`src/dtq_pkg.sv`:
```
`timescale 1ns / 1ps
`default_nettype none
// ----------------------------------------------------------------------------
// dtq_pkg: shared types and constants of the deadline timer queue
// Request and response payloads, slot layout, result and register codes, and
// the command and status bundles between controller and datapath.
// ----------------------------------------------------------------------------
package dtq_pkg;

   localparam int TIME_W   = 63;
   localparam int PERIOD_W = 40;
   localparam int HANDLE_W = 8;
   localparam int MINARM_W = 20;
   localparam int CSR_DW   = 32;
   localparam int CSR_AW   = 3;

   // Largest representable time, the saturation point of a re-insert
   localparam logic [TIME_W-1:0] TIME_MAX = {TIME_W{1'b1}};
   localparam logic [MINARM_W-1:0] MIN_ARM_RESET = 20'd100;

   // Request kinds
   localparam logic KIND_ADD  = 1'b0;
   localparam logic KIND_TICK = 1'b1;

   // Response kinds
   localparam logic [1:0] RES_ACK     = 2'd0;
   localparam logic [1:0] RES_EXPIRED = 2'd1;
   localparam logic [1:0] RES_SUMMARY = 2'd2;

   // Register index (byte address / 4)
   localparam logic [CSR_AW-3:0] CSR_MIN_ARM_DELAY = 1'b0;

   typedef struct packed {
      logic                kind;
      logic [TIME_W-1:0]   now_time;
      logic [TIME_W-1:0]   deadline;
      logic [PERIOD_W-1:0] period;
      logic [HANDLE_W-1:0] handle;
   } req_type;

   typedef struct packed {
      logic [1:0]          result_kind;
      logic [HANDLE_W-1:0] expired_handle;
      logic                earliest_changed;
      logic                table_full;
      logic                next_valid;
      logic [TIME_W-1:0]   next_deadline;
      logic [TIME_W-1:0]   arm_delay;
      logic                last;
   } rsp_type;

   typedef struct packed {
      logic [TIME_W-1:0]   deadline;
      logic [PERIOD_W-1:0] period;
      logic [HANDLE_W-1:0] handle;
   } slot_type;

   typedef struct packed {
      logic load;          // capture the request
      logic scan_start;    // begin a pass over all slots
      logic mark_mode;     // this pass marks expired slots
      logic add_commit;    // store the added timer, send the acknowledgment
      logic pick_commit;   // retire or re-insert the selected timer, send its handle
      logic sub_load;      // form next deadline minus now
      logic emit_summary;  // send the tick summary
   } cmd_type;

   typedef struct packed {
      logic scan_busy;
      logic found;
   } sts_type;

endpackage

`default_nettype wire

```
`src/deadline_timer_queue.sv`:
```
`timescale 1ns / 1ps
`default_nettype none
// ----------------------------------------------------------------------------
// deadline_timer_queue: table of pending timers ordered by deadline
// Adds timers, expires them on ticks in deadline/handle order, re-inserts
// repeating timers and reports the next deadline with a clamped arm delay.
// ----------------------------------------------------------------------------
//
//   channel   ports                    handshake
//   -------   ----------------------   ------------------------------------
//   request   start, busy, req_data    taken when start is high, busy low
//   response  rsp_valid, rsp_data      one-cycle strobe, no back-pressure
//   config    csr_* (APB style)        written on psel & penable & pwrite
//
// Passes: every request walks the slot memory once per pass, one slot per
// cycle through its single read port. An add runs one pass, then commits,
// and its acknowledgment is registered. A tick that expires k timers runs
// k+1 passes, then a subtract state and a summary state. Reset clears the
// valid bits and the sequencer and sets the minimum arm delay register to
// its default; the slot memory itself is not cleared. The response side
// cannot stall: each result is presented for one cycle only.
// ----------------------------------------------------------------------------
module deadline_timer_queue #(
   parameter int DEPTH = 16
) (
   input  wire logic                          clock,
   input  wire logic                          reset,
   // request channel
   input  wire logic                          start,
   output logic                               busy,
   input  wire dtq_pkg::req_type              req_data,
   // response channel
   output logic                               rsp_valid,
   output dtq_pkg::rsp_type                   rsp_data,
   // configuration port
   input  wire logic                          csr_psel,
   input  wire logic                          csr_penable,
   input  wire logic                          csr_pwrite,
   input  wire logic [dtq_pkg::CSR_AW-1:0]    csr_paddr,
   input  wire logic [dtq_pkg::CSR_DW-1:0]    csr_pwdata,
   output logic [dtq_pkg::CSR_DW-1:0]         csr_prdata,
   output logic                               csr_pready
);
   import dtq_pkg::*;

   cmd_type                 cmd;
   sts_type                 sts;
   logic [MINARM_W-1:0]     min_arm_ff;
   logic [CSR_AW-3:0]       csr_idx;
   logic                    csr_wr;

   // Register file: one register, word addressed
   assign csr_pready = 1'b1;
   assign csr_idx    = csr_paddr[CSR_AW-1:2];
   assign csr_wr     = csr_psel && csr_penable && csr_pwrite;

   always_comb begin
      unique case (csr_idx)
         CSR_MIN_ARM_DELAY: csr_prdata = CSR_DW'(min_arm_ff);
         default:           csr_prdata = '0;
      endcase
   end

   // Hold the minimum arm delay; drop writes to unknown addresses
   always_ff @(posedge clock) begin
      if (reset) begin
         min_arm_ff <= MIN_ARM_RESET;
      end else if (csr_wr && (csr_idx == CSR_MIN_ARM_DELAY)) begin
         min_arm_ff <= csr_pwdata[MINARM_W-1:0];
      end
   end

   // Sequencer: decides which pass runs and when a response goes out
   dtq_ctrl u_ctrl (
      .clock    (clock),
      .reset    (reset),
      .start    (start),
      .req_kind (req_data.kind),
      .sts      (sts),
      .cmd      (cmd),
      .busy     (busy)
   );

   // Slot memory, scan comparators and response register
   dtq_datapath #(
      .DEPTH (DEPTH)
   ) u_datapath (
      .clock         (clock),
      .reset         (reset),
      .cmd           (cmd),
      .req_data      (req_data),
      .min_arm_delay (min_arm_ff),
      .sts           (sts),
      .rsp_valid     (rsp_valid),
      .rsp_data      (rsp_data)
   );

   // A request accepted always makes the block busy in the next cycle
   a_accept_busy: assert property (@(posedge clock) disable iff (reset)
      (start && !busy) |=> busy)
      else $error("accepted request did not raise busy");

   // The final response of a request is never followed at once by another
   a_last_gap: assert property (@(posedge clock) disable iff (reset)
      (rsp_valid && rsp_data.last) |=> !rsp_valid)
      else $error("response directly after a final response");

   // An add commit yields exactly one final acknowledgment
   a_add_ack: assert property (@(posedge clock) disable iff (reset)
      cmd.add_commit |=> (rsp_valid && (rsp_data.result_kind == RES_ACK) && rsp_data.last))
      else $error("add commit without final acknowledgment");

   // Expired handles never close a tick; only the summary does
   a_expired_not_last: assert property (@(posedge clock) disable iff (reset)
      (rsp_valid && (rsp_data.result_kind == RES_EXPIRED)) |-> !rsp_data.last)
      else $error("expired handle marked as final response");

endmodule

`default_nettype wire

```
`src/dtq_ctrl.sv`:
```
`timescale 1ns / 1ps
`default_nettype none
// ----------------------------------------------------------------------------
// dtq_ctrl: sequencer of the deadline timer queue
// Steps an add through one slot pass and a tick through repeated selection
// passes followed by the summary.
// ----------------------------------------------------------------------------
module dtq_ctrl (
   input  wire logic            clock,
   input  wire logic            reset,
   input  wire logic            start,
   input  wire logic            req_kind,
   input  wire dtq_pkg::sts_type sts,
   output dtq_pkg::cmd_type     cmd,
   output logic                 busy
);
   import dtq_pkg::*;

   typedef enum logic [2:0] {
      S_IDLE,
      S_ADD_SCAN,
      S_ADD_DONE,
      S_TICK_SCAN,
      S_TICK_PICK,
      S_TICK_SUB,
      S_TICK_SUM
   } state_type;

   state_type state_ff, state_in;

   always_comb begin
      state_in = state_ff;
      cmd      = '0;
      unique case (state_ff)
         S_IDLE: begin
            if (start) begin
               cmd.load       = 1'b1;
               cmd.scan_start = 1'b1;
               cmd.mark_mode  = (req_kind == KIND_TICK);
               state_in       = (req_kind == KIND_TICK) ? S_TICK_SCAN : S_ADD_SCAN;
            end
         end
         S_ADD_SCAN: begin
            if (!sts.scan_busy) state_in = S_ADD_DONE;
         end
         S_ADD_DONE: begin
            cmd.add_commit = 1'b1;
            state_in       = S_IDLE;
         end
         S_TICK_SCAN: begin
            if (!sts.scan_busy) state_in = S_TICK_PICK;
         end
         S_TICK_PICK: begin
            if (sts.found) begin
               cmd.pick_commit = 1'b1;
               cmd.scan_start  = 1'b1;
               state_in        = S_TICK_SCAN;
            end else begin
               state_in = S_TICK_SUB;
            end
         end
         S_TICK_SUB: begin
            cmd.sub_load = 1'b1;
            state_in     = S_TICK_SUM;
         end
         S_TICK_SUM: begin
            cmd.emit_summary = 1'b1;
            state_in         = S_IDLE;
         end
         default: state_in = S_IDLE;
      endcase
   end

   always_ff @(posedge clock) begin
      if (reset) begin
         state_ff <= S_IDLE;
      end else begin
         state_ff <= state_in;
      end
   end

   assign busy = (state_ff != S_IDLE);

endmodule

`default_nettype wire

```
`src/dtq_datapath.sv`:
```
`timescale 1ns / 1ps
`default_nettype none
// ----------------------------------------------------------------------------
// dtq_datapath: slot memory and scan unit of the deadline timer queue
// Reads one slot per cycle, tracks the earliest valid deadline and the first
// marked timer in deadline/handle/index order, and forms the responses.
// ----------------------------------------------------------------------------
module dtq_datapath #(
   parameter int DEPTH = 16
) (
   input  wire logic                             clock,
   input  wire logic                             reset,
   input  wire dtq_pkg::cmd_type                 cmd,
   input  wire dtq_pkg::req_type                 req_data,
   input  wire logic [dtq_pkg::MINARM_W-1:0]     min_arm_delay,
   output dtq_pkg::sts_type                      sts,
   output logic                                  rsp_valid,
   output dtq_pkg::rsp_type                      rsp_data
);
   import dtq_pkg::*;

   localparam int IW = (DEPTH > 1) ? $clog2(DEPTH) : 1;
   localparam logic [IW-1:0] LAST_IDX = IW'(DEPTH - 1);

   slot_type mem [DEPTH];

   req_type             item_ff;
   logic                issue_ff, ev_ff, mark_mode_ff;
   logic [IW-1:0]       cnt_ff, ev_idx_ff;
   slot_type            rd_ff;
   logic [DEPTH-1:0]    valid_ff, valid_in;
   logic [DEPTH-1:0]    mark_ff, mark_in;
   logic                any_ff, found_ff;
   logic [TIME_W-1:0]   min_ff, best_dl_ff, diff_ff, diff_in;
   logic [HANDLE_W-1:0] best_h_ff;
   logic [PERIOD_W-1:0] best_per_ff;
   logic [IW-1:0]       best_idx_ff, free_idx;
   logic                free_any;
   logic                ev_valid, ev_mark, take_min, take_best;
   logic [TIME_W:0]     reins_sum;
   logic [TIME_W-1:0]   reins_dl, clamp_dl, min_ext;
   logic                mem_we;
   logic [IW-1:0]       mem_waddr;
   slot_type            mem_wdata;
   logic                rsp_valid_in;
   rsp_type             rsp_ff, rsp_in;

   // Slot under evaluation
   always_comb begin
      ev_valid  = valid_ff[ev_idx_ff];
      ev_mark   = mark_mode_ff ? (ev_valid && (rd_ff.deadline <= item_ff.now_time))
                               : mark_ff[ev_idx_ff];
      take_min  = ev_ff && ev_valid && (!any_ff || (rd_ff.deadline < min_ff));
      take_best = ev_ff && ev_mark &&
                  (!found_ff || (rd_ff.deadline < best_dl_ff) ||
                   ((rd_ff.deadline == best_dl_ff) && (rd_ff.handle < best_h_ff)));
   end

   // Lowest free slot
   always_comb begin
      free_idx = '0;
      free_any = 1'b0;
      for (int i = DEPTH - 1; i >= 0; i--) begin
         if (!valid_ff[i]) begin
            free_idx = IW'(i);
            free_any = 1'b1;
         end
      end
   end

   // Repeat re-insert at now plus period, saturating
   always_comb begin
      reins_sum = {1'b0, item_ff.now_time} + (TIME_W + 1)'(best_per_ff);
      reins_dl  = reins_sum[TIME_W] ? TIME_MAX : reins_sum[TIME_W-1:0];
   end

   always_comb begin
      mem_we    = 1'b0;
      mem_waddr = best_idx_ff;
      mem_wdata = '{deadline: reins_dl, period: best_per_ff, handle: best_h_ff};
      valid_in  = valid_ff;
      mark_in   = mark_ff;
      if (cmd.add_commit && free_any) begin
         mem_we              = 1'b1;
         mem_waddr           = free_idx;
         mem_wdata           = '{deadline: item_ff.deadline, period: item_ff.period,
                                 handle: item_ff.handle};
         valid_in[free_idx]  = 1'b1;
      end
      if (cmd.pick_commit) begin
         mark_in[best_idx_ff] = 1'b0;
         if (best_per_ff != '0) mem_we = 1'b1;
         else valid_in[best_idx_ff] = 1'b0;
      end
      if (ev_ff && mark_mode_ff) mark_in[ev_idx_ff] = ev_mark;
   end

   // Arm delay: the difference is registered, the clamp follows
   always_comb begin
      diff_in  = (min_ff > item_ff.now_time) ? (min_ff - item_ff.now_time) : '0;
      min_ext  = TIME_W'(min_arm_delay);
      clamp_dl = (diff_ff < min_ext) ? min_ext : diff_ff;
   end

   always_comb begin
      rsp_in       = '0;
      rsp_valid_in = 1'b0;
      if (cmd.add_commit) begin
         rsp_valid_in            = 1'b1;
         rsp_in.result_kind      = RES_ACK;
         rsp_in.earliest_changed = free_any && (!any_ff || (item_ff.deadline < min_ff));
         rsp_in.table_full       = !free_any;
         rsp_in.last             = 1'b1;
      end else if (cmd.pick_commit) begin
         rsp_valid_in          = 1'b1;
         rsp_in.result_kind    = RES_EXPIRED;
         rsp_in.expired_handle = best_h_ff;
      end else if (cmd.emit_summary) begin
         rsp_valid_in         = 1'b1;
         rsp_in.result_kind   = RES_SUMMARY;
         rsp_in.next_valid    = any_ff;
         rsp_in.next_deadline = any_ff ? min_ff : '0;
         rsp_in.arm_delay     = any_ff ? clamp_dl : '0;
         rsp_in.last          = 1'b1;
      end
   end

   // Slot memory: one write port, one registered read port
   always_ff @(posedge clock) begin
      if (mem_we) mem[mem_waddr] <= mem_wdata;
      rd_ff <= mem[cnt_ff];
   end

   always_ff @(posedge clock) begin
      if (reset) begin
         issue_ff     <= 1'b0;
         ev_ff        <= 1'b0;
         cnt_ff       <= '0;
         mark_mode_ff <= 1'b0;
         valid_ff     <= '0;
         mark_ff      <= '0;
         any_ff       <= 1'b0;
         found_ff     <= 1'b0;
         rsp_valid    <= 1'b0;
      end else begin
         valid_ff  <= valid_in;
         mark_ff   <= mark_in;
         rsp_valid <= rsp_valid_in;
         ev_ff     <= issue_ff;
         if (cmd.scan_start) begin
            issue_ff     <= 1'b1;
            cnt_ff       <= '0;
            mark_mode_ff <= cmd.mark_mode;
            any_ff       <= 1'b0;
            found_ff     <= 1'b0;
         end else begin
            if (issue_ff) begin
               if (cnt_ff == LAST_IDX) issue_ff <= 1'b0;
               else cnt_ff <= cnt_ff + 1'b1;
            end
            if (take_min) any_ff <= 1'b1;
            if (take_best) found_ff <= 1'b1;
         end
      end
   end

   always_ff @(posedge clock) begin
      ev_idx_ff <= cnt_ff;
      if (cmd.load) item_ff <= req_data;
      if (take_min) min_ff <= rd_ff.deadline;
      if (take_best) begin
         best_dl_ff  <= rd_ff.deadline;
         best_h_ff   <= rd_ff.handle;
         best_per_ff <= rd_ff.period;
         best_idx_ff <= ev_idx_ff;
      end
      if (cmd.sub_load) diff_ff <= diff_in;
      if (rsp_valid_in) rsp_ff <= rsp_in;
   end

   assign sts.scan_busy = issue_ff | ev_ff;
   assign sts.found     = found_ff;
   assign rsp_data      = rsp_ff;

endmodule

`default_nettype wire
```
`config.mk`:
```
export PLATFORM = sky130hd
export DESIGN_NAME = deadline_timer_queue
export DESIGN_NICKNAME = d
export VERILOG_FILES = /design/src/dtq_pkg.sv /design/src/deadline_timer_queue.sv /design/src/dtq_ctrl.sv /design/src/dtq_datapath.sv
export SDC_FILE = /design/constraint.sdc
export NUM_CORES = 2
export LEC_CHECK = 0
export BUFFER_PORTS_ARGS = -buffer_cell sky130_fd_sc_hd__buf_2
export CAP_MARGIN = 30
export CORE_MARGIN = 2
export CORE_UTILIZATION = 56
export DETAILED_ROUTE_END_ITERATION = 6
export PLACE_DENSITY_LB_ADDON = 0.25
export SLEW_MARGIN = 20
export SYNTH_ARGS = -nofsm -noshare
export SYNTH_HDL_FRONTEND = slang
export SYNTH_SLANG_ARGS = --single-unit
```
`constraint.sdc`:
```
create_clock -name clock -period 12.45 [get_ports clock]
set_input_delay 3.735 -clock clock [delete_from_list [all_inputs] [get_ports clock]]
set_output_delay 3.735 -clock clock [all_outputs]
set_load 0.005 [all_outputs]
```
==> metrics.md <==
| Metric | Value |
|---|---|
| DR WL/cell | about 30 µm |
| DRC viols | 0 |
| Root Driver | clkbuf_16 |
| Clk_skew | 76.2 ps |
| Post-Synth XOR/XNOR Area | less than 1% |
| Number of enable flip-flop cells after synthesis | 2331 |
| Non-filler instance count after layout | 9163 |
| Combinational Power Share | roughly 9.2% |
| Clock power share | 39.3% |
| Mux contribution to synthesized area | 12.2% |
| FP Rows | 158 |
| Most used cell, CP | buf_2 |
| Maximum vdd drop | roughly 160 µV |
| Syn Inst Count | 5973 |
| Clk buf depth | 3 |
| Hold endpoint | u_datapath.best_per_ff[25] |
| Max stage delay on crit path | approximately 330 ps |
| Post-DP HPWL | 174 mm |
| Final hold vios | 0 |
| Min Tclk post-route | 8050 ps |
| Core area | approximately 190000 µm² |
| Clock sink count | 2511 |
| RSZ-0062 raised after global routing | false |
| Drt via density | 6.36 |
| Largest area contributor in the netlist | edfxtp_1 |
| Fill cells | 12856 |
| Final Max Tran Viols | 0 |
| NumNets Final | just over 7000 |
| Setup violators final | 0 |
| Initial core utilization | 56.4% |
| Hold depth | 0 |
| Worst R2R Setup Slack | 6400 ps |
| Adder-Cell Fraction of Synth Area | roughly 4.6% |
| Leakage | 40.5 nW |
| Origin of the worst min-delay path | u_datapath.rd_ff[33] |
| Yosys top cell area share | 67.0% |
| Fmax | 124 MHz |
| Slowest-stage cell, CP | buf_2 |
| WP data arrival | 4320 ps |
| Worst-path clk slew | 60 ps |
| DR pass1 iterations | 6 |
| Worst-path maximum fanout | 22 |
| Top_reg_cell synth | edfxtp_1 |
| Class of the worst hold path | register to register |
| # Post-CTS Setup Buffers | 0 |
| # IOs | just under 400 |
| Total gr overflow | 0 |
| FF-to-FF path depth | 13 |
| CTS tree | built |
| Sw Share | 23.3% |
| Post-Syn Area | 105000 µm² |
| Status | finished clean |
| CTS Hold Bufs | 0 |
| Pwr/cell area | 162 nW/µm² |
| Post-route ant nets | 0 |
| Critical path startpoint | csr_paddr[2] |
| Routed WL | 279 mm |
| Worst skew pair latency | 910 ps |
| Final period util | 64.7% |
| TritonCTS buffer count | about 240 |
| Tot GR Track Use | 29.3% |
| R2r endpoint | u_datapath.best_per_ff[25] |
| CP Capture Type | primary output |
| Post_cts resized | 0 |
| Compound-Gate Fraction of Synth Area | under 10% |
| P&R area growth vs syn | 13.1% |
| NetSw | 4.47 mW |
| Pre-CTS setup slack | around 4400 ps |
| Final worst slack | 4400 ps |
| Vias | between 50000 and 60000 |
| Flops & latches, synth | approximately 2500 |
| 1st-iter DRT viols | around 6800 |
| Buf/Inv on CP | 2 |
| Setup TNS | 0 ps |
| Largest family of logic cells by synthesized area | multiplexers |
| Avg Cell Area, Syn | 17.5 µm² |
| Max_slew headroom | ~29% |
| Seq pwr share | 51.5% |
| Simple-gate share of the synthesized area | 5.15% |
| Synth cell types | 89 |
| Ys Warns | 0 |
| Seq/Total Area, Yosys | 70.4% |
| Buffers on Ports | 363 |
| H-Tree Depth | 4 |
| Actual slew at the worst max-slew pin | 1050 ps |
| Worst reg2reg path startpoint | u_datapath.item_ff[112] |
| Most frequent cells in the layout | 2331 x edfxtp_1, 565 x mux4_2, 380 x ha_1 |
| Die ar. | 190000 µm² |
| Largest net degree at the start of global routing | around 130 |
| Top cells by area, synth | edfxtp_1 67%, mux4_2 12%, ha_1 4.5%, dfxtp_1 3.4%, a21oi_1 1.3% |
| Number of global-route vias before repair | 57421 |
| Crit path kind | input port to primary output |
| First-pass GRT wire length | roughly 400 mm |
| Worst setup SP type | input port |
| CP delay by family, top | buffers and inverters |
| Die Ht | roughly 440 µm |
| RePlAce Congestion | 0.950 |
| Placed insts | 8677 |
| Most common cell after layout, fill and taps aside | edfxtp_1 |
| Layout cells sized above 1 | 23.1% |
| DIE WIDTH | 436 µm |
| CP required | 8710 ps |
| Async SR Flop Fraction | 0% |
| Max cap viols | 0 |
| Critical path, cell by cell | buf_2 -> nor2_1 -> buf_2 |
| Pint | between 10 and 15 mW |
| Initial antenna violation count | 6 |
synthesized netlist by cell type, types with 28 or more instances:
master       n
nor2b_1     35
mux4_2     565
and3_1      70
xor2_1      44
nand3_1     76
a31oi_1     33
nand2_1    318
nor3_1      45
xnor2_1     64
dfxtp_1    180
a21o_1     131
edfxtp_1  2331
buf_1       55
o31ai_1     28
inv_1      260
nor4_1      40
nand4_1     94
a21oi_1    262
ha_1       380
clkbuf_1   167
o21ai_0    138
nor2_1     304
routing by layer:
layer	part of all wire, %	global-route usage (%)	vias up	wire, µm
met5	0.014	0	-	39
met4	4.9	13.0	6	13600
met3	8.3	4.47	525	23200
met2	48	47.0	2995	135000
met1	38	40.1	30009	107000
li1	-	-	24722	-
metrics by stage:
step                      hold WS, ps  power, mW  instance area, µm²  util, %
after global placement            386       11.7              109000     59.0
after global routing              408       19.7              118000     63.8
after detailed placement          389       11.8              110000     59.1
after CTS                         403       19.2              118000     63.6
final                             403       19.2              118000     63.8
after floorplan                   329       11.1              105000        -
worst max-delay path by stage:
stage                                      to  slack [ps]  cells past startpoint
after detailed placement       csr_prdata[18]        4380                      3
after global placement         csr_prdata[18]        4410                      3
after floorplan           u_datapath.found_ff         430                      5
after global routing           csr_prdata[18]        4340                      3
final                          csr_prdata[18]        4400                      3
after CTS                      csr_prdata[18]        4390                      3
layout make-up:
class | instances | area, µm² | share of cell area (%)
inverter | 261 | 980 | 0.829
clock inverter | 116 | 1500 | 1.26
timing repair buffer | 496 | 3100 | 2.62
tap | 2480 | 3100 | 2.62
clock buffer | 345 | 6810 | 5.76
multi-input combinational | 2949 | 29100 | 24.6
sequential | 2511 | 73600 | 62.3
antenna | 5 | 12.5 | 0.0106
cells by family (layout without fill, tap and decap cells):
kind of cell / after synthesis / after routing
and+or+nand+nor: 1109 / 1109
buffers and inverters: 524 / 1218
muxes: 571 / 571
xor gates and xnor gates: 108 / 108
DFF: 2511 / 2511
AOI/OAI and AO/OA: 766 / 766
other: 2 / 18
adders and majority gates: 382 / 382
power by group through the flow:
stage | Clock [mW] | Combinational, mW | Sequential [mW]
3_3_place_gp | 0 | 1.64 | 10.1
5_1_grt | 7.94 | 1.91 | 9.89
6_report | 7.53 | 1.77 | 9.89
2_1_floorplan | 0 | 1.12 | 10.0
3_5_place_dp | 0 | 1.71 | 10.1
4_1_cts | 7.61 | 1.72 | 9.89
sequential cells by signal, summed over array words and instances, names as in the netlist, 8 cells and up:
| signal | cells |
|---|---|
| u_datapath.mem | 1776 |
| u_datapath.item_ff | 174 |
| u_datapath.rsp_data | 140 |
| u_datapath.rd_ff | 111 |
| u_datapath.best_dl_ff | 63 |
| u_datapath.diff_ff | 63 |
| u_datapath.min_ff | 63 |
| u_datapath.best_per_ff | 40 |
| min_arm_ff | 20 |
| u_datapath.mark_ff | 16 |
| u_datapath.valid_ff | 16 |
| u_datapath.best_h_ff | 8 |
Power figures use the tool's default switching activity.
